### src/sv/dsu_pkg.sv
package dsu_pkg;

    localparam int MAX_ELEMENTS = 1024;
    localparam int IDX_W        = $clog2(MAX_ELEMENTS);
    localparam int CNT_W        = $clog2(MAX_ELEMENTS + 1);

    typedef enum logic [3:0] {
        S_CLEAR,
        S_IDLE,
        S_FIND,
        S_COMP,
        S_START,
        S_SZA,
        S_SZB,
        S_LINK,
        S_DONE
    } t_state;

    typedef struct packed {
        logic             we;
        logic [IDX_W-1:0] waddr;
        logic [IDX_W-1:0] wdata;
        logic [IDX_W-1:0] raddr;
    } t_par_port;

    typedef struct packed {
        logic             we;
        logic [IDX_W-1:0] waddr;
        logic [CNT_W-1:0] wdata;
        logic [IDX_W-1:0] raddr;
    } t_size_port;

endpackage

### src/sv/dsu_ctrl.sv
module dsu_ctrl (
    input  logic                       i_clk,
    input  logic                       i_rst_n,
    input  logic                       i_in_valid,
    output logic                       o_in_ready,
    input  logic [dsu_pkg::IDX_W-1:0]  i_first_item,
    input  logic [dsu_pkg::IDX_W-1:0]  i_second_item,
    output logic                       o_out_valid,
    input  logic                       i_out_ready,
    output logic                       o_merged,
    output logic [dsu_pkg::IDX_W-1:0]  o_surviving_root,
    output logic [dsu_pkg::CNT_W-1:0]  o_sets_left,
    output logic                       o_index_error,
    input  logic                       i_cfg_valid,
    input  logic [dsu_pkg::CNT_W-1:0]  i_cfg_element_count,
    output dsu_pkg::t_par_port         o_par,
    input  logic [dsu_pkg::IDX_W-1:0]  i_par_rdata,
    output dsu_pkg::t_size_port        o_size,
    input  logic [dsu_pkg::CNT_W-1:0]  i_size_rdata
);
    import dsu_pkg::*;

    function automatic logic [CNT_W-1:0] clamp_count(input logic [CNT_W-1:0] v);
        logic [CNT_W-1:0] c;
        c = v;
        if (v == '0) begin
            c = CNT_W'(1);
        end else if (v > CNT_W'(MAX_ELEMENTS)) begin
            c = CNT_W'(MAX_ELEMENTS);
        end
        return c;
    endfunction

    t_state           r_state, n_state;
    logic [IDX_W-1:0] r_clr, n_clr;
    logic [CNT_W-1:0] r_cnt, n_cnt;
    logic [CNT_W-1:0] r_sets, n_sets;
    logic [IDX_W-1:0] r_b, n_b;
    logic [IDX_W-1:0] r_cur, n_cur;
    logic [IDX_W-1:0] r_start, n_start;
    logic [IDX_W-1:0] r_root, n_root;
    logic [IDX_W-1:0] r_root_a, n_root_a;
    logic             r_phase, n_phase;
    logic [CNT_W-1:0] r_size_a, n_size_a;
    logic             r_res_merged, n_res_merged;
    logic [IDX_W-1:0] r_res_root, n_res_root;
    logic [CNT_W-1:0] r_res_sets, n_res_sets;
    logic             r_res_err, n_res_err;
    logic             r_o_valid, n_o_valid;
    logic             r_o_merged, n_o_merged;
    logic [IDX_W-1:0] r_o_root, n_o_root;
    logic [CNT_W-1:0] r_o_sets, n_o_sets;
    logic             r_o_err, n_o_err;

    always_ff @(posedge i_clk) begin
        if (!i_rst_n) begin
            r_state   <= S_CLEAR;
            r_clr     <= '0;
            r_cnt     <= clamp_count(CNT_W'(MAX_ELEMENTS));
            r_sets    <= clamp_count(CNT_W'(MAX_ELEMENTS));
            r_phase   <= 1'b0;
            r_o_valid <= 1'b0;
        end else begin
            r_state   <= n_state;
            r_clr     <= n_clr;
            r_cnt     <= n_cnt;
            r_sets    <= n_sets;
            r_phase   <= n_phase;
            r_o_valid <= n_o_valid;
        end
    end

    always_ff @(posedge i_clk) begin
        r_b          <= n_b;
        r_cur        <= n_cur;
        r_start      <= n_start;
        r_root       <= n_root;
        r_root_a     <= n_root_a;
        r_size_a     <= n_size_a;
        r_res_merged <= n_res_merged;
        r_res_root   <= n_res_root;
        r_res_sets   <= n_res_sets;
        r_res_err    <= n_res_err;
        r_o_merged   <= n_o_merged;
        r_o_root     <= n_o_root;
        r_o_sets     <= n_o_sets;
        r_o_err      <= n_o_err;
    end

    always_comb begin
        logic             v_end;
        logic [IDX_W-1:0] v_root;
        logic [IDX_W-1:0] v_big;
        logic [IDX_W-1:0] v_small;
        logic [CNT_W-1:0] v_set_n;

        n_state      = r_state;
        n_clr        = r_clr;
        n_cnt        = r_cnt;
        n_sets       = r_sets;
        n_b          = r_b;
        n_cur        = r_cur;
        n_start      = r_start;
        n_root       = r_root;
        n_root_a     = r_root_a;
        n_phase      = r_phase;
        n_size_a     = r_size_a;
        n_res_merged = r_res_merged;
        n_res_root   = r_res_root;
        n_res_sets   = r_res_sets;
        n_res_err    = r_res_err;
        n_o_valid    = r_o_valid;
        n_o_merged   = r_o_merged;
        n_o_root     = r_o_root;
        n_o_sets     = r_o_sets;
        n_o_err      = r_o_err;
        o_in_ready   = 1'b0;
        o_par        = '{we: 1'b0, waddr: r_cur, wdata: r_root, raddr: r_cur};
        o_size       = '{we: 1'b0, waddr: r_root, wdata: '0, raddr: r_root};
        v_end        = 1'b0;
        v_root       = r_root;
        v_big        = r_root_a;
        v_small      = r_root;
        v_set_n      = r_sets;

        if (r_o_valid && i_out_ready) begin
            n_o_valid = 1'b0;
        end

        case (r_state)
            S_CLEAR: begin
                o_par  = '{we: 1'b1, waddr: r_clr, wdata: r_clr, raddr: r_clr};
                o_size = '{we: 1'b1, waddr: r_clr, wdata: CNT_W'(1), raddr: r_clr};
                n_clr  = r_clr + 1'b1;
                if (r_clr == IDX_W'(MAX_ELEMENTS - 1)) begin
                    n_state = S_IDLE;
                end
            end
            S_IDLE: begin
                o_in_ready = 1'b1;
                o_par.raddr = i_first_item;
                if (i_in_valid) begin
                    n_b     = i_second_item;
                    n_cur   = i_first_item;
                    n_start = i_first_item;
                    n_phase = 1'b0;
                    if ({1'b0, i_first_item} >= r_cnt || {1'b0, i_second_item} >= r_cnt) begin
                        n_res_merged = 1'b0;
                        n_res_root   = '0;
                        n_res_sets   = r_sets;
                        n_res_err    = 1'b1;
                        n_state      = S_DONE;
                    end else begin
                        n_state = S_FIND;
                    end
                end
            end
            S_FIND: begin
                if (i_par_rdata == r_cur) begin
                    v_root = r_cur;
                    n_root = r_cur;
                    if (r_start == r_cur) begin
                        v_end = 1'b1;
                    end else begin
                        n_cur       = r_start;
                        o_par.raddr = r_start;
                        n_state     = S_COMP;
                    end
                end else begin
                    n_cur       = i_par_rdata;
                    o_par.raddr = i_par_rdata;
                end
            end
            S_COMP: begin
                o_par.we = 1'b1;
                if (i_par_rdata == r_root) begin
                    v_end = 1'b1;
                end else begin
                    n_cur       = i_par_rdata;
                    o_par.raddr = i_par_rdata;
                end
            end
            S_START: begin
                n_state = S_FIND;
            end
            S_SZA: begin
                o_size.raddr = r_root_a;
                n_state      = S_SZB;
            end
            S_SZB: begin
                n_size_a = i_size_rdata;
                n_state  = S_LINK;
            end
            S_LINK: begin
                if (r_size_a < i_size_rdata) begin
                    v_big   = r_root;
                    v_small = r_root_a;
                end
                if (r_sets > CNT_W'(1)) begin
                    v_set_n = r_sets - 1'b1;
                end
                o_par        = '{we: 1'b1, waddr: v_small, wdata: v_big, raddr: v_small};
                o_size       = '{we: 1'b1, waddr: v_big, wdata: r_size_a + i_size_rdata,
                                 raddr: v_big};
                n_sets       = v_set_n;
                n_res_merged = 1'b1;
                n_res_root   = v_big;
                n_res_sets   = v_set_n;
                n_res_err    = 1'b0;
                n_state      = S_DONE;
            end
            S_DONE: begin
                if (!r_o_valid || i_out_ready) begin
                    n_o_valid  = 1'b1;
                    n_o_merged = r_res_merged;
                    n_o_root   = r_res_root;
                    n_o_sets   = r_res_sets;
                    n_o_err    = r_res_err;
                    n_state    = S_IDLE;
                end
            end
            default: begin
                n_state = S_IDLE;
            end
        endcase

        if (v_end) begin
            if (!r_phase) begin
                n_root_a = v_root;
                n_phase  = 1'b1;
                n_cur    = r_b;
                n_start  = r_b;
                n_state  = S_START;
            end else if (v_root == r_root_a) begin
                n_res_merged = 1'b0;
                n_res_root   = v_root;
                n_res_sets   = r_sets;
                n_res_err    = 1'b0;
                n_state      = S_DONE;
            end else begin
                n_state = S_SZA;
            end
        end

        if (r_state == S_START) begin
            o_par.raddr = r_cur;
        end

        if (i_cfg_valid) begin
            n_cnt   = clamp_count(i_cfg_element_count);
            n_sets  = clamp_count(i_cfg_element_count);
            n_clr   = '0;
            n_state = S_CLEAR;
        end
    end

    assign o_out_valid      = r_o_valid;
    assign o_merged         = r_o_merged;
    assign o_surviving_root = r_o_root;
    assign o_sets_left      = r_o_sets;
    assign o_index_error    = r_o_err;

endmodule

### config.mk
export PLATFORM = sky130hd
export DESIGN_NAME = dsu_ctrl
export DESIGN_NICKNAME = d
export VERILOG_FILES = /design/src/sv/dsu_pkg.sv /design/src/sv/dsu_ctrl.sv
export SDC_FILE = /design/constraint.sdc
export NUM_CORES = 1
export LEC_CHECK = 0
export BUFFER_PORTS_ARGS = -buffer_cell sky130_fd_sc_hd__buf_2
export CAP_MARGIN = 20
export CORE_MARGIN = 2
export CORE_UTILIZATION = 35
export CTS_CLUSTER_SIZE = 28
export DETAILED_ROUTE_END_ITERATION = 8
export MAX_ROUTING_LAYER = met4
export PLACE_DENSITY = 0.63
export SETUP_SLACK_MARGIN = 0.2
export SLEW_MARGIN = 20
export SYNTH_ARGS = -nofsm -noshare
export SYNTH_HDL_FRONTEND = slang
export SYNTH_SLANG_ARGS = --single-unit
### constraint.sdc
create_clock -name i_clk -period 4.2 [get_ports i_clk]
set_input_delay 0.84 -clock i_clk [delete_from_list [all_inputs] [get_ports i_clk]]
set_output_delay 0.84 -clock i_clk [all_outputs]
set_load 0.03 [all_outputs]
# Word-level counts from Yosys, hierarchy flattened
# Cells that the tools add are included.
# op_classes
addsub	3
mul	0
n_div	0
order_cmp	5
n_eq_ne	19
shift	0
n_mux	72
bitwise_logic	2
reduce_logical	13
# op_table
op	n
10-bit 2-to-1 mux	20
11-bit 2-to-1 mux	10
10-bit case mux with 3 select lines	2
10-bit case mux with 5 select lines	1
22-bit case mux with 2 select lines	1
10-bit == test	4
20-bit case mux with 2 select lines	1
4-bit 2-to-1 mux	9
4-bit case mux with 9 select lines	1
10-bit by 11-bit >= comparator with 1-bit output	2
1-bit 2-to-1 mux	22
11-bit case mux with 2 select lines	1
10-bit case mux with 2 select lines	1
4-bit by 3-bit == test with 1-bit output (second input constant)	4
3-bit != test (second input constant)	5
11-bit adder	1
11-bit by 1-bit > comparator with 1-bit output (second input constant)	1
11-bit > comparator (second input constant)	1
11-bit logical NOT	1
11-bit < comparator	1
11-bit by 1-bit subtractor with 11-bit output (second input constant)	1
10-bit by 1-bit adder with 10-bit output (second input constant)	1
10-bit == test (second input constant)	1
4-bit by 2-bit == test with 1-bit output (second input constant)	2
14 further kinds	20
# word_totals
regBits	145
latchBits	0
ramBits	0
mem_bits_ro	0
out_inout_bits	88
elab_cells	134
mem_count	0

# Depth between registers and ports, before layout
# logic_depth
ltp_word	8
depth_mapped	13

# Worst setup path after synthesis
# No wires, ideal clock.
# synth_path
kind	in2out
from	input port i_size_rdata[1] (netlist name)
to	output port o_size[22] (netlist name)
arrival_time_ns	3.487
t_required_ns	3.360
slack_ns	-0.127
cell_stages	11
path_buffers	2
cell_sequence	inv_1 ha_1 nor2b_1 o21a_1 o21ai_0 a21oi_1 o22a_1 buf_1 mux2_2 a31oi_1 buf_4
# synth_lines
item	line_no	text
start: declaration	dsu_ctrl.sv:19	input logic [dsu_pkg::CNT_W-1:0] i_size_rdata
end: declaration	dsu_ctrl.sv:18	output dsu_pkg::t_size_port o_size,

==> impl_metrics.toml <==
[cts]
cts.sinks = 145
hold_buffers = 0
clk_pin_slew_ns = 0.06
cts_max_path_buffers = 2
post_cts_buffers = 0
clock_latency_ns = 0.43
cts_root_buffer = "clkbuf_16"
cts.htree.levels = 4
numCtsBuffers = 17
cts_tree = "yes"

[global_route]
grtUsageTotal = 0.213
grt_pass1_vias = 7426
grt_pass1_wl_mm = 41.8
grt_antenna_before_repair = 0
grt_max_degree = 36
overflow = 0

[hold_path]
worstHoldStart = "r_res_root[8]$_DFF_P_"
hold_end = "o_surviving_root[8]$_DFFE_PP_"
hold_class = "reg2reg"
hold_depth = 0

[worst_setup_path]
cp-start-kind = "input pin"
reg2reg_slack_ns = 0.86
r2r_start = "r_state[0]$_SDFFE_PP0P_"
cpMostUsedCell = "buf_2"
worst-endpoint-arrival_ns = 3.02
worst_r2r_path_depth = 9
slowest_delay_ns = 0.38
crit_chain = "buf_2, inv_1, ha_1, nor2b_1, o21a_1, o21ai_2, a21oi_2, o22a_4, clkbuf_16, o311a_1, a31oi_1, buf_2"
crit_path_max_fanout = 16
critPathKind = "in2out"
cp_num_buf_inv = 4
cpMaxStageDelayCell = "o311a_1"
critical_path.top_delay_family = "compound AO/OA/AOI/OAI gates"
end_kind = "output pin"
cp.required_ns = 3.36
rr_endpoint = "r_res_sets[9]$_DFF_P_"

[timing]
worst_pin_slew_ns = 0.826
rsz0062_at_grt = "true"
timing.final.crit_share = 0.919
timing.hold.ws_ns = 0.428
report.final.slew_viol_count = 0
fin_crit_ns = 3.86
fmax_mhz = 259
setup_viol = 0
relSlewSlack = 0.449
finalHoldViolCount = 0
fin_skew_ns = 0.0120
fin_setup_tns_ns = 0

[logic_synthesis]
ys_seq_elements = 145
syn_area_sq_um = 8590
ys_warn_count = 0
postSynth.asyncResetShare = 0
synthFlopType = "dfxtp_1"
syn_area_per_cell_sq_um = 8.66
synth_fp_nets = 1094
yosysSeqAreaShare = 0.401
synth_cell_types = 68
syn_inst = 992
synth-edff-count = 54

[route]
dr.pass1.iters = 5
vias_per_cell = 5.42
postRouteAntennaNets = 0
post_drt_wl_per_cell_um = 18.6
route.detailed.drc = 0
drt_iter0_markers = 594
wl_mm = 27.1
vias = 7878

[finish]
mostFrequentLayoutCells = "buf_2 (142), nand2_1 (130), nor2_1 (94), dfxtp_1 (91), a21oi_1 (80)"
drive_above_1_share = 0.210
diodes = 0
area_delta_synth_final_pct = 20.5
layout_commonest_cell = "buf_2"
final_nets = 1219

[job]
max_cap_viol_count = 0

[placement]
place.port_buffers = 144
gp_congestion = 0.903
dp_hpwl_mm = 20.1

[floorplan]
rows = 57
die_w_um = 161
start_util = 0.355
ios = 145
die-area_sq_um = 25800
die_y_um = 161
coreArea_sq_um = 24200

[power_and_ir_drop]
p_leak_uw = 0.00449
irDropWorstVdd_mv = 0.268
power_density_nw_per_um2 = 329

[outcome]
outcome = "completed"
[Yosys cell counts, types with 3 or more instances]
master	count	share of area
a221oi_1	5	0.0051
o21bai_1	3	0.0026
o2111ai_1	11	0.011
or3_1	7	0.0051
nor2b_1	12	0.0087
buf_4	10	0.0087
nand4_1	12	0.0087
o21a_1	6	0.0052
clkbuf_1	43	0.019
a22oi_1	9	0.0079
o21ai_0	30	0.017
buf_1	6	0.0026
a22o_1	11	0.011
and3_1	3	0.0022
a31oi_1	23	0.017
a311oi_1	4	0.0041
a21o_1	7	0.0061
dfxtp_1	91	0.21
and4_1	4	0.0041
ha_1	44	0.064
nand3_1	23	0.013
a211oi_1	8	0.0070
xnor2_1	40	0.041
and2_1	10	0.0073
nor2_1	97	0.042
edfxtp_1	54	0.19
buf_2	8	0.0047
o31ai_1	6	0.0052
or4_1	3	0.0026
a21boi_0	10	0.0087
nand2_1	130	0.057
a2bb2oi_1	3	0.0031
nor3_1	21	0.012
mux2i_1	14	0.016
o2bb2ai_1	4	0.0041
a21oi_1	83	0.048
xor2_1	21	0.021
mux2_2	12	0.016
inv_1	47	0.021
nor4_1	8	0.0058
nand2b_1	10	0.0073
a41oi_1	6	0.0061
[timing repair]
action                                  in CTS  in global routing
pin swaps                                    0                  3
cloned                                       0                  2
gates resized for setup                      3                 15
endpoints found under the setup margin       3                 14
[flip-flops by register name, summed over array words and instances (netlist names), 11 cells and up]
signal / count
r_sets: 11
r_res_sets: 11
o_sets_left: 11
r_cnt: 11
r_size_a: 11
[worst max path at each step]
| stage | start | endpoint | slack [ns] | cells past startpoint |
|---|---|---|---|---|
| 2_1_floorplan | i_size_rdata[1] | o_par[2] | 0.25 | 11 |
| 3_3_place_gp | i_size_rdata[1] | o_par[9] | 0.23 | 13 |
| 3_5_place_dp | i_size_rdata[1] | o_par[8] | 0.18 | 13 |
| 4_1_cts | i_size_rdata[1] | o_par[9] | 0.24 | 13 |
| 5_1_grt | i_size_rdata[0] | o_size[20] | 0.18 | 13 |
| 6_report | i_size_rdata[1] | o_par[4] | 0.34 | 12 |
[area by class of cell]
class	instances	area, sq um
timing repair buffer	174	998
multi-input combinational	732	4730
tap	324	405
sequential	145	3440
clock buffer	19	453
clock inverter	13	133
fill	2362	13800
inverter	47	176
[cell families after synthesis]
logic type | count (synthesis) | synth area share
xor+xnor | 61 | 0.0622
flops | 145 | 0.401
compound gates | 250 | 0.193
simple gates | 350 | 0.188
buf+inv | 115 | 0.0567
fa+ha+maj | 45 | 0.0664
mux | 26 | 0.0321
[metal layers]
metal  routed length, um  global-route usage
met1               12400               0.279
met2               12900               0.345
met3                1320              0.0289
met4                 516              0.0618
met5                   0                   -
[per-stage QoR]
step	std cells	worst slack, ns	utilization	power, uW	area, sq um
after global placement	1420	0.226	0.399	1880	9650
after global routing	1454	0.184	0.428	3520	10300
final	1454	0.339	0.428	3400	10300
after CTS	1452	0.240	0.424	3410	10200
after detailed placement	1420	0.182	0.399	1890	9650
after floorplan	992	0.248	-	1770	8600
[worst reg2reg max path, stage by stage (launching register included)]
cell      delay, ns
dfxtp_1        0.48
nand2b_4       0.25
or3_4          0.37
nor4_4         0.30
buf_4          0.29
mux2i_1        0.15
a221oi_2       0.47
nand4_1        0.36
nand2_2        0.22
mux2_2         0.34
[power by group]
group	internal (uW)	total [uW]	switching, uW
registers	1480	1510	35.9
clock network	905	1520	620
logic	154	363	209
Power figures use the tool's default switching activity.
