[config.mk]
export PLATFORM = sky130hd
export DESIGN_NAME = dsu_ram
export DESIGN_NICKNAME = d
export VERILOG_FILES = /design/src/sv/dsu_ram.sv
export SDC_FILE = /design/constraint.sdc
export NUM_CORES = 1
export LEC_CHECK = 0
export BUFFER_PORTS_ARGS = -buffer_cell sky130_fd_sc_hd__buf_2
export CORE_ASPECT_RATIO = 0.75
export CORE_MARGIN = 2
export CORE_UTILIZATION = 45
export CTS_CLUSTER_SIZE = 24
export DETAILED_ROUTE_END_ITERATION = 6
export PLACE_DENSITY = 0.69
export SLEW_MARGIN = 20
export SYNTH_ARGS = -nofsm -noshare
export SYNTH_HDL_FRONTEND = slang
export SYNTH_SLANG_ARGS = --single-unit
[constraint.sdc]
create_clock -name i_clk -period 3.4 [get_ports i_clk]
set_clock_uncertainty 0.05 [all_clocks]
set_input_delay 0.51 -clock i_clk [delete_from_list [all_inputs] [get_ports i_clk]]
set_output_delay 0.51 -clock i_clk [all_outputs]
set_load 0.02 [all_outputs]
[src/sv/dsu_ram.sv]
module dsu_ram #(
    parameter int DATA_W = 8,
    parameter int ADDR_W = 4
) (
    input  logic              i_clk,
    input  logic              i_we,
    input  logic [ADDR_W-1:0] i_waddr,
    input  logic [DATA_W-1:0] i_wdata,
    input  logic [ADDR_W-1:0] i_raddr,
    output logic [DATA_W-1:0] o_rdata
);

    logic [DATA_W-1:0] r_mem [2**ADDR_W];
    logic [DATA_W-1:0] r_rdata;

    always_ff @(posedge i_clk) begin
        if (i_we) begin
            r_mem[i_waddr] <= i_wdata;
        end
        r_rdata <= r_mem[i_raddr];
    end

    assign o_rdata = r_rdata;

endmodule

[Word level (Yosys, flattened, before mapping)]
Memories as Yosys holds them, arrays and structs flattened. A register that Yosys moved wholly into a read port is not among the register bits.
Cells that the tools add are included.
Storage, ports and cells
  input port bits: 18
  register bits: 0
  word-level logic and storage cells: 3
  output and inout bits: 8
  memories kept: 1
  bits in writable memories: 128
Memory list
  r_mem: words 16, width 8, read ports 1, clocked after memory_dff 1, write ports 1, RTL line 13  | logic [DATA_W-1:0] r_mem [2**ADDR_W];
Cells by class
  multiplexer cells: 2
Operators by type and width (number)
  two-way mux 1 bit: 2

[Logic depth before layout (Yosys ltp)]
Gate-level depths: netlist of run 1.
  word-level depth: 2
  gate-level depth with buffers: 5
  mapped depth without buffers: 3

[Worst setup path before layout of run 1]
No wires, ideal clock.
  path type: input-to-reg
  start point: input port i_waddr[2]
  end point: memory r_mem[0][0] (enable)
  library setup time: 0.383 ns
  stages: 2
  path slack: 1.347 ns
  buffers on the path: 0
  required time: 2.967 ns
  arrival time: 1.620 ns
  cell sequence: or3b_2 nor3_1
RTL lines
  start, declared: RTL line 7  | input logic [ADDR_W-1:0] i_waddr,
  end, declared: RTL line 13
No word-level cell before the write port.

==> results of run 1 <==
## layout by cell type, fill, tap and decap left out
| cell type | netlist | final |
|---|---|---|
| buf_4 | 1 | 4 |
| dfxtp_1 | 8 | 8 |
| and2b_1 | 1 | 1 |
| nand2_1 | 9 | 9 |
| mux4_1 | 14 | 14 |
| bufinv_16 | 0 | 3 |
| buf_12 | 0 | 1 |
| and2_1 | 1 | 1 |
| clkbuf_1 | 0 | 3 |
| nor2_1 | 13 | 13 |
| nand2b_1 | 2 | 2 |
| clkinv_1 | 0 | 4 |
| nand3b_1 | 2 | 2 |
| nor3_1 | 4 | 4 |
| buf_2 | 3 | 25 |
| clkinv_2 | 0 | 4 |
| a22oi_1 | 16 | 16 |
| clkbuf_16 | 0 | 17 |
| nand3_1 | 1 | 1 |
| mux4_2 | 18 | 18 |
| edfxtp_1 | 128 | 128 |
| nor2b_1 | 1 | 1 |
| clkinvlp_4 | 0 | 1 |
| or3b_2 | 1 | 1 |
## where the power goes
group	switching, mW	total, mW	internal, mW	leakage [nW]
combinational	0.108	0.178	0.0700	0.501
clock	0.624	1.76	1.13	0.277
sequential	0.0118	1.89	1.88	1.22
total	0.744	3.83	3.08	2.00
## kinds of logic (layout without fill, tap and decap cells)
logic type	Yosys count	in the layout
AO/OA/AOI/OAI	16	16
buffers and inverters	10	62
multiplexers	32	32
flip-flops	136	136
AND/OR/NAND/NOR	35	35
## worst paths after layout
| check | from | to | slack, ps | cells after the start |
|---|---|---|---|---|
| worst min-delay path | i_wdata[7] | r_mem[0][7] | 440 | 1 |
| worst min register to register | r_mem[11][4] | o_rdata[4] | 640 | 3 |
| worst max register to register | r_mem[2][1] | o_rdata[1] | 2000 | 3 |
| worst max-delay path | i_raddr[0] | o_rdata[0] | 1500 | 5 |
## cell type report
| class | instances | area [um2] | area share (%) |
|---|---|---|---|
| timing repair buffer | 30 | 175.2 | 2.929 |
| clock buffer | 20 | 436.7 | 7.301 |
| multi-input combinational | 83 | 1057 | 17.68 |
| tap | 140 | 175.2 | 2.929 |
| sequential | 136 | 4004 | 66.95 |
| clock inverter | 12 | 132.6 | 2.218 |
## per-stage QoR
step                      power [mW]  util (%)  setup WS [ps]  cells
after floorplan                2.026         -           1347    229
after global placement         2.094     49.09           1040    389
after detailed placement       2.102     49.09           1036    389
after CTS                      3.855     54.25           1467    421
after global routing           3.943     54.25           1416    421
final                          3.825     54.25           1500    421
## layer usage
layer | vias up | part of all wire (%)
met2 | 100 | 46
met4 | 0 | 1.9
li1 | 1053 | -
met5 | - | 0
met3 | 16 | 9.2
met1 | 1229 | 43
## flip-flops by register name (all words and copies together), names as in the netlist
name     flops
o_rdata      8
r_mem      128
## Yosys cell counts
cell | count | area, um2
a22oi_1 | 16 | 120.1
and2_1 | 1 | 6.260
and2b_1 | 1 | 7.510
buf_2 | 3 | 15.01
buf_4 | 1 | 7.510
buf_6 | 3 | 33.78
clkdlybuf4s25_2 | 3 | 30.03
dfxtp_1 | 8 | 160.2
edfxtp_1 | 128 | 3844
mux4_1 | 14 | 367.9
mux4_2 | 18 | 405.4
nand2_1 | 9 | 33.78
nand2b_1 | 2 | 12.51
nand3_1 | 1 | 5.000
nand3b_1 | 2 | 15.01
nor2_1 | 13 | 48.80
nor2b_1 | 1 | 6.260
nor3_1 | 4 | 20.02
or3b_2 | 1 | 8.760
==> results.ini, run 1 <==
[worst_hold_path]
hold_class = input port to flip-flop

[setup_path]
critPathLaunchType = input port
crit_required_ps = 3640
cp_slowest_cell = mux4_1
critPathArrivalTime_ps = 2140
crit_path_max_incr_delay_ps = 590
crit_family = buffers and inverters
critical_path_class = input port to flip-flop
worstPathMaxFanout = 17
end_kind = flip-flop
crit_buf_inv = 2
path_cells = buf_2 > buf_12 > mux4_1 > a22oi_1 > nand2_1

[floorplan]
core-area_um2 = 11020
die_h_um = 96.63
die_w_um = 127.5
start_util_pct = 46.69
die_area_um2 = 12320
rows = 33
num_io_pins = 26

[clock_network]
cts_tree = yes
cts.sinks = 136
clkTransAtPathRegs_ps = 50
holdBufCountCts = 0
numCtsBuffers = 17
root_buffer = clkbuf_16
clock_path_buffers = 2
htreeDepth = 4
post_cts_resized = 0
clkLatencyLatePin_ps = 410
post_cts.repair.setup_buffers = 0

[outcome]
outcome = complete, no violations

[grt]
antenna_found_initial = 0
grt_pass1_wl_mm = 14.62
use_met2_pct = 25.09
grtUsageTotal_pct = 17.26
grt_pass1_vias = 2463
gr-usage-met3_pct = 4.867
grt_util_met1_pct = 24.50
top_usage_layer = met2
grt_max_degree = 33
grt-ovfl-total = 0

[sta]
period_share_pct = 55.88
holdWs_ps = 440.1
fin_tns_setup_ps = 0
maxSlewHeadroom_pct = 34.23
min_period_ps = 1900
slew_viol_final = 0
worst_pin_slew_ps = 982.9
rsz0062_at_grt = false
setup_viol = 0
hold_viol_final = 0
clock.fmax_mhz = 526.3

[final_layout]
design_area_um2 = 5981
drive_gt1_share_pct = 26.33
nets = 286
diodes = 0
fillers = 804
synthToLayoutAreaGrowth_pct = 16.19

[synth]
synth_fa_ha_area_share_pct = 0
synth.area.mux_share_pct = 15.02
synth_area_per_cell_um2 = 22.48
yosysWarnings = 0
ys_types = 19
synth-xor-area-share_pct = 0
synth_top_family_by_area = multiplexers
ys_seq_elements = 136
yosysSeqAreaShare_pct = 77.78
synthCells = 229
syn_nets = 247
synth-compound-area-share_pct = 2.333
synth-simple-area-share_pct = 3.184
synth_area_um2 = 5147

[detailed_routing]
wl_per_cell_um = 23.05
num_vias = 2398
vias_per_cell = 5.696
routed_wl_mm = 9.702
drc = 0
drtIter0Drc = 257
drtPass1Iterations = 4
ant_nets = 0

[power]
p_per_area_nw_per_um2 = 639.6
p_leak_nw = 2.002
ir_drop_v = 0.0004096

[place]
dp_hpwl_mm = 6.083
place.gp.congestion = 0.7345
numPortBuffers = 25
placed_cell_area_um2 = 5411

[job]
cap_violations = 0

Note: power is estimated with default switching activity, not from simulation.
==> run 2: changes to the inputs <==
--- a/config.mk
+++ b/config.mk
@@ -5,13 +5,14 @@
 export SDC_FILE = /design/constraint.sdc
 export NUM_CORES = 1
 export LEC_CHECK = 0
+export ABC_AREA = 1
 export BUFFER_PORTS_ARGS = -buffer_cell sky130_fd_sc_hd__buf_2
 export CORE_ASPECT_RATIO = 0.75
 export CORE_MARGIN = 2
 export CORE_UTILIZATION = 45
 export CTS_CLUSTER_SIZE = 24
 export DETAILED_ROUTE_END_ITERATION = 6
-export PLACE_DENSITY = 0.69
+export PLACE_DENSITY = 0.68
 export SLEW_MARGIN = 20
 export SYNTH_ARGS = -nofsm -noshare
 export SYNTH_HDL_FRONTEND = slang
==> constraint.sdc (replaced) <==
create_clock -name i_clk -period 1.9 [get_ports i_clk]
set_clock_uncertainty 0.05 [all_clocks]
set_input_delay 0.285 -clock i_clk [delete_from_list [all_inputs] [get_ports i_clk]]
set_output_delay 0.285 -clock i_clk [all_outputs]
set_load 0.02 [all_outputs]
==> results.ini, run 2 <==
[clock_network]
htreeDepth = 4  ; unchanged
clkLatencyLatePin_ps = 420  ; was 410 ps
cts_tree = yes  ; unchanged
clock_path_buffers = 2  ; unchanged
post_cts.repair.setup_buffers = 0  ; unchanged
numCtsBuffers = 17  ; unchanged
root_buffer = clkbuf_16  ; unchanged
clkTransAtPathRegs_ps = 50  ; about the same
holdBufCountCts = 0  ; unchanged
cts.sinks = 136  ; unchanged
post_cts_resized = 0  ; unchanged

[place]
placedCellCount = 737  ; was 389
place.gp.congestion = 0.8887  ; was 0.7345
placed_cell_area_um2 = 6101  ; was 5411 um2
dp_hpwl_mm = 7.916  ; was 6.083 mm
numPortBuffers = 25  ; unchanged

[sta]
slew_viol_final = 0  ; unchanged
clock.fmax_mhz = 765.2
period_share_pct = 68.78
fin_tns_setup_ps = 0  ; unchanged
holdWs_ps = 189.0  ; was 440.1 ps
hold_viol_final = 0  ; unchanged
maxSlewHeadroom_pct = 56.14  ; was 34.23%
worst_pin_slew_ps = 657.2  ; was 982.9 ps
min_period_ps = 1307
rsz0062_at_grt = false  ; unchanged
setup_viol = 0  ; unchanged

[detailed_routing]
drc = 0  ; unchanged
vias_per_cell = 4.990  ; was 5.696
ant_nets = 0  ; unchanged
routed_wl_mm = 13.24  ; was 9.702 mm
drtPass1Iterations = 5  ; was 4
drtIter0Drc = 471  ; was 257
wl_per_cell_um = 17.22  ; was 23.05 um
num_vias = 3837  ; was 2,398

[final_layout]
largest_reg_flops = 128  ; unchanged
nets = 608  ; was 286
final_common_cell = nand2_1  ; was edfxtp_1
layout_common_cells = 173 x nand2_1, 128 x edfxtp_1, 100 x inv_1  ; was 128 x edfxtp_1, 25 x buf_2, 18 x mux4_2
drive_gt1_share_pct = 12.44  ; was 26.33%
design_area_um2 = 6688  ; was 5981 um2
diodes = 0  ; unchanged
layout.cells.non_filler = 769  ; was 421
largest_register = r_mem  ; unchanged
synthToLayoutAreaGrowth_pct = 15.97  ; was 16.19%

[grt]
grt_max_degree = 65  ; was 33
grt_pass1_wl_mm = 20.19  ; was 14.62 mm
antenna_found_initial = 0  ; unchanged
grtUsageTotal_pct = 20.43  ; was 17.26%
grt_pass1_vias = 3562  ; was 2,463
grt-ovfl-total = 0  ; unchanged

[synth]
synthArstFlopShare_pct = 0  ; unchanged
synth_ff_type = edfxtp_1  ; unchanged
yosys.area.top_type_share_pct = 66.65  ; was 74.67%
synth_edf_count = 128  ; unchanged
yosysWarnings = 0  ; unchanged
synth_area_per_cell_um2 = 10.47  ; was 22.48 um2
synthTopCellsByArea = edfxtp_1 67%, nand2_1 11%, nand3_1 8.4%, inv_1 6.5%, dfxtp_1 2.8%  ; was edfxtp_1 75%, mux4_2 7.9%, mux4_1 7.1%, dfxtp_1 3.1%, a22oi_1 2.3%
yosysSeqAreaShare_pct = 69.43  ; was 77.78%
syn_nets = 569  ; was 247
netlist.top_cell.by_area = edfxtp_1  ; unchanged
ys_types = 12  ; was 19
yosys-top-cells-count = 173 x nand2_1, 128 x edfxtp_1, 100 x inv_1, 97 x nand3_1, 17 x nor2_1  ; was 128 x edfxtp_1, 18 x mux4_2, 16 x a22oi_1, 14 x mux4_1, 13 x nor2_1
synth_area_um2 = 5767  ; was 5147 um2
ys_seq_elements = 136  ; unchanged
synthCells = 551  ; was 229
synth.most_common_cell = nand2_1  ; was edfxtp_1

[floorplan]
die_h_um = 102.0  ; was 96.63 um
die_w_um = 134.7  ; was 127.5 um
num_io_pins = 26  ; unchanged
core-area_um2 = 12390  ; was 11,020 um2
rows = 35  ; was 33
die_area_um2 = 13750  ; was 12,320 um2
start_util_pct = 46.53  ; was 46.69%

[worst_hold_path]
min_from = i_raddr[3]  ; was i_wdata[7]
hold_class = input port to flip-flop  ; unchanged

[setup_path]
critPathLaunchType = flip-flop  ; was input port
end_kind = primary output  ; was flip-flop
crit_required_ps = 1560  ; was 3640 ps
critPathLaunch = o_rdata[5]  ; was i_raddr[0]
critical_path_class = flip-flop to primary output  ; was input port to flip-flop
cp_slowest_cell = dfxtp_1  ; was mux4_1
critPathArrivalTime_ps = 970  ; was 2140 ps
crit_family = flip-flops  ; was buffers and inverters
path_cells = buf_2  ; was buf_2 > buf_12 > mux4_1 > a22oi_1 > nand2_1
timing.rr.start = r_mem[14][1]  ; was r_mem[2][1]
crit_buf_inv = 1  ; was 2
crit_path_max_incr_delay_ps = 370  ; was 590 ps
worstPathMaxFanout = 1  ; was 17

[outcome]
outcome = complete, no violations  ; unchanged

[power]
ir_drop_v = 0.0006098  ; was 0.0004096 V
p_leak_nw = 2.911  ; was 2.002 nW
total_power_mw = 7.035  ; was 3.825 mW
p_per_area_nw_per_um2 = 1052  ; was 639.6 nW/um2

[job]
cap_violations = 0  ; unchanged

[run 2: changes by cell type after synthesis, sizes merged, moves of 2 or more]
cell / previous run / this run
a22oi: 16 / 0
buf: 7 / 24
clkdlybuf4s25: 3 / 0
inv: 0 / 102
mux4: 32 / 0
nand2: 9 / 173
nand2b: 2 / 0
nand3: 1 / 97
nor2: 13 / 17
nor3: 4 / 0
[run 2: logic make-up after synthesis]
group	Yosys count	share of synthesized area (%)
simple gates	289	21.05
flops	136	69.43
buf+inv	126	9.525
[run 2: routing by layer]
layer / track usage [%] / wire length, um / up-vias
li1: - / - / 1851
met1: 30.69 / 6392 / 1817
met2: 28.31 / 5628 / 152
met3: 5.407 / 1000 / 17
met4: 8.178 / 220 / 0
met5: 0 / 0 / -
[run 2: path summary, 6_finish.rpt]
path                     end  slack, ps  depth (start not counted)
setup / recovery  o_rdata[5]        590                          1
hold / removal    o_rdata[5]        190                          3
setup reg to reg  o_rdata[1]        790                          6
hold reg to reg   o_rdata[0]        620                          6
[run 2: layout make-up]
| class | instances | area [um2] |
|---|---|---|
| multi-input combinational | 289 | 1214 |
| inverter | 102 | 382.9 |
| timing repair buffer | 44 | 292.8 |
| fill | 1050 | 5705 |
| clock buffer | 24 | 491.7 |
| sequential | 136 | 4004 |
| clock inverter | 8 | 95.09 |
| tap | 166 | 207.7 |
[run 2: power breakdown]
group	total [mW]	internal [mW]	switching (mW)	leakage (nW)
Sequential	3.38	3.36	0.0238	1.22
Clock	3.23	2.06	1.17	0.286
Combinational	0.428	0.119	0.309	1.40
[run 2: through the flow]
stage	util, %	worst slack [ps]
5_1_grt	53.96	552.2
4_1_cts	53.96	587.7
3_3_place_gp	49.23	317.7
6_report	53.96	593.2
2_1_floorplan	-	614.2
3_5_place_dp	49.23	292.3
==> run 3: changes to the inputs <==
--- a/config.mk
+++ b/config.mk
@@ -12,7 +12,7 @@
 export CORE_UTILIZATION = 45
 export CTS_CLUSTER_SIZE = 24
 export DETAILED_ROUTE_END_ITERATION = 6
-export PLACE_DENSITY = 0.68
+export PLACE_DENSITY = 0.71
 export SLEW_MARGIN = 20
 export SYNTH_ARGS = -nofsm -noshare
 export SYNTH_HDL_FRONTEND = slang
==> constraint.sdc (replaced) <==
create_clock -name i_clk -period 1.1 [get_ports i_clk]
set_clock_uncertainty 0.05 [all_clocks]
set_input_delay 0.165 -clock i_clk [delete_from_list [all_inputs] [get_ports i_clk]]
set_output_delay 0.165 -clock i_clk [all_outputs]
set_load 0.02 [all_outputs]
==> results.ini, run 3 (synthesized netlist as in run 2, its figures left out) <==
[detailed_routing]
routed_wl_mm = 12.37  ; was 13.24 mm
drtIter0Drc = 269  ; was 471
vias_per_cell = 5.014  ; was 4.990
drtPass1Iterations = 5  ; unchanged
num_vias = 3896  ; was 3,837
drc = 0  ; unchanged
wl_per_cell_um = 15.92  ; was 17.22 um
ant_nets = 0  ; unchanged

[outcome]
outcome = complete, but fails checks  ; was complete, no violations
violations = negative setup slack

[floorplan]
die_area_um2 = 13750  ; unchanged
die_h_um = 102.0  ; unchanged
start_util_pct = 46.53  ; unchanged
num_io_pins = 26  ; unchanged
rows = 35  ; unchanged
core-area_um2 = 12390  ; unchanged
die_w_um = 134.7  ; unchanged

[power]
ir_drop_v = 0.001312  ; was 0.0006098 V
total_power_mw = 11.90  ; was 7.035 mW
p_leak_nw = 3.000  ; was 2.911 nW
p_per_area_nw_per_um2 = 1717  ; was 1052 nW/um2

[clock_network]
cts.sinks = 136  ; unchanged
post_cts.repair.setup_buffers = 0  ; unchanged
holdBufCountCts = 0  ; unchanged
numCtsBuffers = 17  ; unchanged
clkTransAtPathRegs_ps = 60  ; was 50 ps
root_buffer = clkbuf_16  ; unchanged
clkLatencyLatePin_ps = 410  ; was 420 ps
htreeDepth = 4  ; unchanged
clock_path_buffers = 2  ; unchanged
cts_tree = yes  ; unchanged

[sta]
fin_ws_ps = -13.60  ; was 593.2 ps
maxSlewHeadroom_pct = 75.81  ; was 56.14%
rsz0062_at_grt = true  ; was false
setup_viol = 2  ; was 0
period_share_pct = 101.2
holdWs_ps = 82.87  ; was 189.0 ps
slew_viol_final = 0  ; unchanged
worst_pin_slew_ps = 362.5  ; was 657.2 ps
min_period_ps = 1114
hold_viol_final = 0  ; unchanged
clock.fmax_mhz = 898.0

[place]
dp_hpwl_mm = 8.076  ; was 7.916 mm
numPortBuffers = 25  ; unchanged
dp_slack_ps = -125.4  ; was 292.3 ps
place.gp.congestion = 0.7969  ; was 0.8887
placedCellCount = 746  ; was 737

[final_layout]
layout.cells.non_filler = 777  ; was 769
synthToLayoutAreaGrowth_pct = 20.20  ; was 15.97%
largest_reg_flops = 128  ; unchanged
layout_common_cells = 172 x nand2_1, 128 x edfxtp_1, 100 x inv_1  ; was 173 x nand2_1, 128 x edfxtp_1, 100 x inv_1
final_common_cell = nand2_1  ; unchanged
largest_register = r_mem  ; unchanged
nets = 617  ; was 608
drive_gt1_share_pct = 15.88  ; was 12.44%
diodes = 0  ; unchanged

[job]
cap_violations = 0  ; unchanged

[setup_path]
critPathArrivalTime_ps = 900  ; was 970 ps
path_cells = buf_6  ; was buf_2
crit_required_ps = 880  ; was 1560 ps
worstPathMaxFanout = 1  ; unchanged
cp_slowest_cell = dfxtp_4  ; was dfxtp_1
crit_path_max_incr_delay_ps = 360  ; was 370 ps
crit_buf_inv = 1  ; unchanged
reg2reg_to = o_rdata[4]  ; was o_rdata[1]
end_kind = primary output  ; unchanged
worstSetupEndpoint = o_rdata[5]  ; unchanged
reg2reg_slack_ps = 100  ; was 790 ps
path_depth = 1  ; unchanged
timing.rr.start = r_mem[10][4]  ; was r_mem[14][1]
critPathLaunch = o_rdata[5]  ; unchanged
critPathLaunchType = flip-flop  ; unchanged
critical_path_class = flip-flop to primary output  ; unchanged
crit_family = flip-flops  ; unchanged
worstRegToRegCells = 6  ; unchanged

[grt]
grtUsageTotal_pct = 19.62  ; was 20.43%
grt-ovfl-total = 0  ; unchanged
grt_pass1_vias = 3808  ; was 3,562
grt_pass1_wl_mm = 19.91  ; was 20.19 mm
grt_max_degree = 51  ; was 65
antenna_found_initial = 0  ; unchanged

[worst_hold_path]
hold_class = input port to flip-flop  ; unchanged

## run 3: layout make-up
type | count | area, um2
Clock buffer | 19 | 432.9
Sequential cell | 136 | 4014
Inverter | 102 | 382.9
Timing Repair Buffer | 53 | 540.5
Multi-Input combinational cell | 289 | 1244
Tap cell | 166 | 207.7
Clock inverter | 12 | 110.1
Fill cell | 1004 | 5461
## run 3: what timing repair did
action                                  in CTS  in global routing
endpoints found under the hold margin        0                  0
endpoints found under the setup margin       6                  9
gates resized for setup                     17                  8
## run 3: through the flow
stage,area [um2],TNS (ps),utilization (%)
3_3_place_gp,6319,-6863,50.98
4_1_cts,6904,-31.19,55.71
3_5_place_dp,6319,-9243,50.98
2_1_floorplan,5779,-5636,-
6_report,6932,-22.20,55.93
5_1_grt,6932,-80.91,55.93
## run 3: where the power goes
group | switching [mW] | internal, mW
sequential | 0.0498 | 5.80
combinational | 0.520 | 0.302
clock | 1.96 | 3.27
## run 3: routing by layer
layer  up-vias  wire length, um  GRT usage (%)
li1       1870                -              -
met4         0              146          7.368
met1      1897             5661          27.01
met2       117             5818          31.08
met5         -                0              0
met3        12              747          4.216
## run 3: worst min-delay path by stage
stage	startpoint	to	slack (ps)	cells past startpoint
after global routing	i_wdata[2]	r_mem[12][2]	80	1
after global placement	i_wdata[2]	r_mem[14][2]	500	1
after CTS	i_wdata[2]	r_mem[12][2]	80	1
after detailed placement	i_wdata[2]	r_mem[12][2]	510	1
after floorplan	i_wdata[0]	r_mem[0][0]	210	0
final	i_wdata[2]	r_mem[12][2]	80	1
